[src/vtcd_pkg.sv]
// ----------------------------------------------------------------------------
// vtcd_pkg
// shared types, widths and helpers of the vertex transform / clip / divide core
// ----------------------------------------------------------------------------
package vtcd_pkg;

  // clip coordinate width (signed), magnitude width, quotient widths
  localparam int CW  = 51;
  localparam int MW  = 50;
  localparam int FQ  = 16;
  localparam int IW  = 31;
  localparam int NQ  = 31;

  // 1/w starts with the numerator bits above the quotient window
  localparam logic [MW-1:0] INV_R0      = MW'(2048);
  localparam logic [IW-1:0] INV_SAT_VAL = {IW{1'b1}};

  // register map
  typedef enum logic [2:0] {
    REG_ROW_X  = 3'd0,
    REG_ROW_Y  = 3'd1,
    REG_ROW_Z  = 3'd2,
    REG_ROW_W  = 3'd3,
    REG_WIDTH  = 3'd4,
    REG_HEIGHT = 3'd5,
    REG_MODE   = 3'd6
  } reg_idx_t;

  localparam logic [63:0] ROW_X_RST  = 64'd1024;
  localparam logic [63:0] ROW_Y_RST  = 64'd67108864;
  localparam logic [63:0] ROW_Z_RST  = 64'd4398046511104;
  localparam logic [63:0] ROW_W_RST  = 64'd288230376151711744;
  localparam logic [12:0] WIDTH_RST  = 13'd640;
  localparam logic [12:0] HEIGHT_RST = 13'd480;

  // item moving through the divide stages
  typedef struct packed {
    logic                 valid;
    logic                 vis;
    logic                 sat;
    logic [2:0]           neg;
    logic [MW-1:0]        d;
    logic [2:0][MW-1:0]   rf;
    logic [2:0][FQ-1:0]   qf;
    logic [MW-1:0]        ri;
    logic [IW-1:0]        qi;
    logic signed [31:0]   u;
    logic signed [31:0]   v;
  } div_item_t;

  // saturate a 48-bit signed value to 32 bits
  function automatic logic signed [31:0] sat32(input logic signed [47:0] x);
    logic signed [31:0] res;
    if (x > 48'sh0000_7FFF_FFFF)       res = 32'sh7FFF_FFFF;
    else if (x < -48'sh0000_8000_0000) res = -32'sh8000_0000;
    else                               res = x[31:0];
    return res;
  endfunction

endpackage

[src/vtcd_div_step.sv]
// ----------------------------------------------------------------------------
// vtcd_div_step
// one restoring-division bit for the 1/w lane, and for the three ndc lanes when DO_FRAC is set
// ----------------------------------------------------------------------------
module vtcd_div_step #(
  parameter bit DO_FRAC = 1'b1
) (
  input  logic                 clk,
  input  logic                 rst_n,
  input  vtcd_pkg::div_item_t  item_i,
  output vtcd_pkg::div_item_t  item_o
);

  vtcd_pkg::div_item_t item_r, item_nxt;

  // shift, compare, subtract on each lane
  always_comb begin
    logic [vtcd_pkg::MW:0] r2;
    item_nxt = item_i;
    if (DO_FRAC) begin
      for (int k = 0; k < 3; k++) begin
        r2 = {item_i.rf[k], 1'b0};
        if (r2 >= {1'b0, item_i.d}) begin
          r2 = r2 - {1'b0, item_i.d};
          item_nxt.qf[k] = {item_i.qf[k][vtcd_pkg::FQ-2:0], 1'b1};
        end else begin
          item_nxt.qf[k] = {item_i.qf[k][vtcd_pkg::FQ-2:0], 1'b0};
        end
        item_nxt.rf[k] = r2[vtcd_pkg::MW-1:0];
      end
    end
    r2 = {item_i.ri, 1'b0};
    if (r2 >= {1'b0, item_i.d}) begin
      r2 = r2 - {1'b0, item_i.d};
      item_nxt.qi = {item_i.qi[vtcd_pkg::IW-2:0], 1'b1};
    end else begin
      item_nxt.qi = {item_i.qi[vtcd_pkg::IW-2:0], 1'b0};
    end
    item_nxt.ri = r2[vtcd_pkg::MW-1:0];
  end

  always_ff @(posedge clk) begin
    if (!rst_n) item_r.valid <= 1'b0;
    else        item_r.valid <= item_nxt.valid;
  end

  always_ff @(posedge clk) begin
    item_r.vis <= item_nxt.vis;
    item_r.sat <= item_nxt.sat;
    item_r.neg <= item_nxt.neg;
    item_r.d   <= item_nxt.d;
    item_r.rf  <= item_nxt.rf;
    item_r.qf  <= item_nxt.qf;
    item_r.ri  <= item_nxt.ri;
    item_r.qi  <= item_nxt.qi;
    item_r.u   <= item_nxt.u;
    item_r.v   <= item_nxt.v;
  end

  assign item_o = item_r;

endmodule

[config.mk]
export PLATFORM = sky130hd
export DESIGN_NAME = vtcd_div_step
export DESIGN_NICKNAME = d
export VERILOG_FILES = /design/src/vtcd_pkg.sv /design/src/vtcd_div_step.sv
export SDC_FILE = /design/constraint.sdc
export NUM_CORES = 1
export LEC_CHECK = 0
export BUFFER_PORTS_ARGS = -buffer_cell sky130_fd_sc_hd__buf_2
export CAP_MARGIN = 20
export CORE_AREA = 2 2 311 313
export DETAILED_ROUTE_END_ITERATION = 6
export DIE_AREA = 0 0 313 315
export PLACE_DENSITY_LB_ADDON = 0.08
export SETUP_SLACK_MARGIN = 0.2
export SYNTH_ARGS = -nofsm -noshare
export SYNTH_HDL_FRONTEND = slang
export SYNTH_SLANG_ARGS = --single-unit
[constraint.sdc]
create_clock -name clk -period 10.85 [get_ports clk]
set_input_delay 2.17 -clock clk [delete_from_list [all_inputs] [get_ports clk]]
set_output_delay 2.17 -clock clk [all_outputs]
set_load 0.005 [all_outputs]
Yosys cells after proc, flatten, opt, wreduce, memory -nomap -nowiden
Index checks and enable logic that the tools add are counted.
{"block": "totals", "register_bits": 399, "in_bits": 401, "out_inout_bits": 399, "word_cells": 35}
{"block": "classes", "addsub": 4, "n_lt_le_gt_ge": 4, "mux": 8}
{"op": "$ge A51 B50 Y1", "n": 4}
{"op": "$mux W50", "n": 4}
{"op": "$sub A50 B50 Y50", "n": 4}
{"op": "$mux W1", "n": 4}

Longest topological paths before layout
{"block": "logic_depth", "word_depth": 2, "depth_mapped": 16, "mapped_depth_nobuf": 13}

Least setup slack after synthesis
No wires, ideal clock.
{"block": "synth_path", "path_type": "input -> register", "startpoint": "input item_i[364] (netlist name)", "endpoint": "register item_r, in the netlist item_o[257]", "t_arrival_ns": 4.916, "setup_slack_ns": 5.811, "cell_stages": 13, "n_path_buf": 2, "cell_sequence": "inv_1 ha_1 clkbuf_1 nand4_1 or4_1 a211oi_1 nand4bb_1 o2111ai_1 nand2_1 a31oi_1 o21ai_2 buf_2 mux2_1"}
{"element": "start: declaration", "line": "vtcd_div_step.sv:10", "source": "input vtcd_pkg::div_item_t item_i,"}
{"element": "end: declaration", "line": "vtcd_div_step.sv:14", "source": "vtcd_pkg::div_item_t item_r, item_nxt;"}

==> summary.txt <==
Run status
  • Status: complete, no violations

Synth
  • Compound-Gate Fraction of Synth Area: 22.5%
  • Yosys top cell by area: dfxtp_1
  • Number of distinct library cells after synthesis: 84
  • Xor/xnor share of the synthesized area: 7.35%
  • Post-synthesis adder-cell area fraction: 12.0%
  • Synth Area in Simple Gates: 13.7%
  • Synth Warn #: 0
  • Cell Area, Synth: 21400 µm²
  • Ys flop type: dfxtp_1
  • Post-Syn Nets: 3053
  • Async S/R FF share, synth: 0%
  • Post-synth EDFFs: 0
  • Register area share after synthesis: 37.2%
  • Post-synth top area share: 37.2%
  • Post-synthesis mux area share: 3.66%
  • Flip-flop and latch count after synthesis: 399
  • Main combinational cell family by area after synthesis: compound AO/OA/AOI/OAI gates
  • Gate Count Post-Synth: 2448
  • Syn_area_per_cell: 8.76 µm²
  • Largest cells by area after synthesis: dfxtp_1 37%, ha_1 12%, a21oi_1 6.7%, a21o_1 4.2%, xnor2_1 4.0%

Timing
  • Tmin final: 6.43 ns
  • Max-slew headroom: 32.4%
  • Final setup fails: 0
  • Final Max Tran Viols: 0
  • Fin crit share: 59.3%
  • Fin. Hold Viols: 0
  • RSZ-0062 raised after global routing: no
  • F_max: 0.155 GHz
  • Setup TNS: 0 ns
  • Min Hold Slack: 1.62 ns
  • Worst Tran Pin Value: 0.989 ns

Global route
  • Remaining Overflow, GRT: 0
  • Largest net degree at the start of global routing: 71
  • Antenna violations before repair: 34
  • GRT Total Usage: 21.3%
  • Global-route wire length before repair: 151000 µm
  • Vias in the first global route: 20900

Routing
  • Wire length per cell: 24.4 µm
  • Final ANT Viol Nets: 0
  • Drt via density: 4.66
  • DRC violation count after routing: 0
  • Starting DRT DRC Count: 1253
  • DR pass1 iterations: 5
  • Vias: 21100
  • Routed WL: 110000 µm

Worst setup path
  • CP top delay family: compound AO/OA/AOI/OAI gates
  • Crit Path Max Fanout: 46
  • Critical Path Slowest Stage Cell: a211oi_1
  • Critical Path AT: 6.93 ns
  • Largest stage delay, worst path: 0.53 ns
  • Data required, critical path: 11.35 ns
  • CP Capture Type: flop
  • CP startpoint: item_i[353]
  • Critical path cell sequence: buf_2 > inv_1 > ha_1 > nand2_1 > o21ai_0 > nor2b_1 > a211oi_1 > o21ai_0 > a21oi_1 > a21oi_1 > o21a_1 > inv_2 > buf_4 > mux2_2
  • WS Path Type: in -> reg
  • CP startpoint kind: input port
  • CP Buf/Inv Count: 4

Power and ir drop
  • Design Power: 4.82 mW
  • Pwr/cell area: 170 nW/µm²
  • LEAKAGE: 13.5 nW
  • Clk pwr share: 36.0%
  • Pint: 3.25 mW
  • Power share of the combinational group: 28.0%
  • VDD IR max: 112 µV
  • Switching Share: 32.6%
  • NetSw: 1.57 mW
  • Reg power frac: 36.0%

Cells and area
  • Largest register FFs: 399
  • Final #Nets: 3808
  • Area Growth Syn to Fin: 32.4%
  • Fraction of layout cells with a size suffix above 1: 30.1%
  • Fill count: 10500
  • Commonest non-fill, non-tap cell in the layout: buf_2
  • Commonest cells after routing, fill and taps aside: 795 x buf_2, 399 x dfxtp_1, 286 x a21oi_1, 219 x nand2_1, 200 x ha_1
  • Post-layout util: 29.7%

Worst hold path
  • Worst Min Path Start: item_i[161]
  • Min-delay worst type: in -> reg

Die
  • Die area: 98600 µm²
  • Core region area: 95700 µm²
  • Row count: 114
  • Die Height: 315 µm
  • Boundary Pins: 800
  • Initial Util: 22.4%
  • Die W: 313 µm

Place
  • IO buf count: 795
  • DP Wirelength: 93800 µm
  • Final GP Congestion: 0.882

Clock network
  • H-tree level count: 2
  • CTS tree: built
  • Cts hold-fix bufs: 0
  • Sinks on Clock Net: 399
  • Post_cts resized: 0
  • Total CTS buffers: 50
  • Clk Tree Root Cell: clkbuf_16
  • Max Root-Sink Buffers: 3
  • Number of buffers added for setup after CTS: 0
  • Reg clk slew, reported paths: 0.06 ns

Run
  • # Max-Cap Violations: 0
[cells in the mapped netlist, drive strengths merged, types with 4 or more instances]
cell     count
dfxtp      399
a21oi      286
nand2      219
ha         200
nor2       184
o21ai      157
a21o       121
xnor2       97
inv         92
xor2        83
mux2        67
clkbuf      66
nand4       49
nand3       40
o21bai      38
buf         31
a211oi      28
a31oi       27
nor3        27
o21a        23
and3        21
nor2b       19
nand2b      18
nor4        13
o31ai       13
and2        11
o211ai       9
a2111oi      8
a21boi       7
a311oi       7
a31o         6
or2          6
a221oi       5
and4         5
fa           4
nand4b       4
or4          4
[kinds of logic after synthesis]
group / count (synthesis)
adders and majority gates: 204
xor gates and xnor gates: 180
AOI/OAI and AO/OA: 775
buffers and inverters: 189
muxes: 70
DFF: 399
and+or+nand+nor: 631
[worst paths after layout]
kind              slack (ns)  cells after the start                   to
setup / recovery        4.42                     14  item_o[202]$_DFF_P_
hold / removal          1.62                      1  item_o[162]$_DFF_P_
[cell type report]
type	instances	area, µm²	share of cell area (%)
inverter	92	345	1.22
clock buffer	70	1480	5.20
clock inverter	20	248	0.872
tap	1276	1600	5.62
timing repair buffer	800	4020	14.1
antenna	4	10.0	0.0352
sequential	399	7990	28.1
multi-input combinational	1860	12700	44.8
[metal layers]
layer	GRT usage, %	up-vias	wire, µm
met2	38.9	740	55700
met1	24.5	9846	44200
met4	5.03	34	2410
met3	5.74	141	7650
li1	-	10300	-
met5	0	-	226
[power by group through the flow]
stage	logic (mW)	registers [mW]	clock network [mW]
after floorplan	0.711	1.78	0
after global routing	1.48	1.75	1.86
after CTS	1.37	1.74	1.81
after detailed placement	1.36	1.77	0
after global placement	1.37	1.76	0
final	1.35	1.73	1.73
[through the flow]
stage / instance area [µm²] / setup WS, ns / std cells
after floorplan: 21400 / 5.81 / 2448
after CTS: 28400 / 4.47 / 4517
after global placement: 26700 / 3.82 / 4427
after global routing: 28400 / 4.19 / 4518
after detailed placement: 26700 / 3.83 / 4427
final: 28400 / 4.42 / 4521
(Power assumes the default switching activity.)
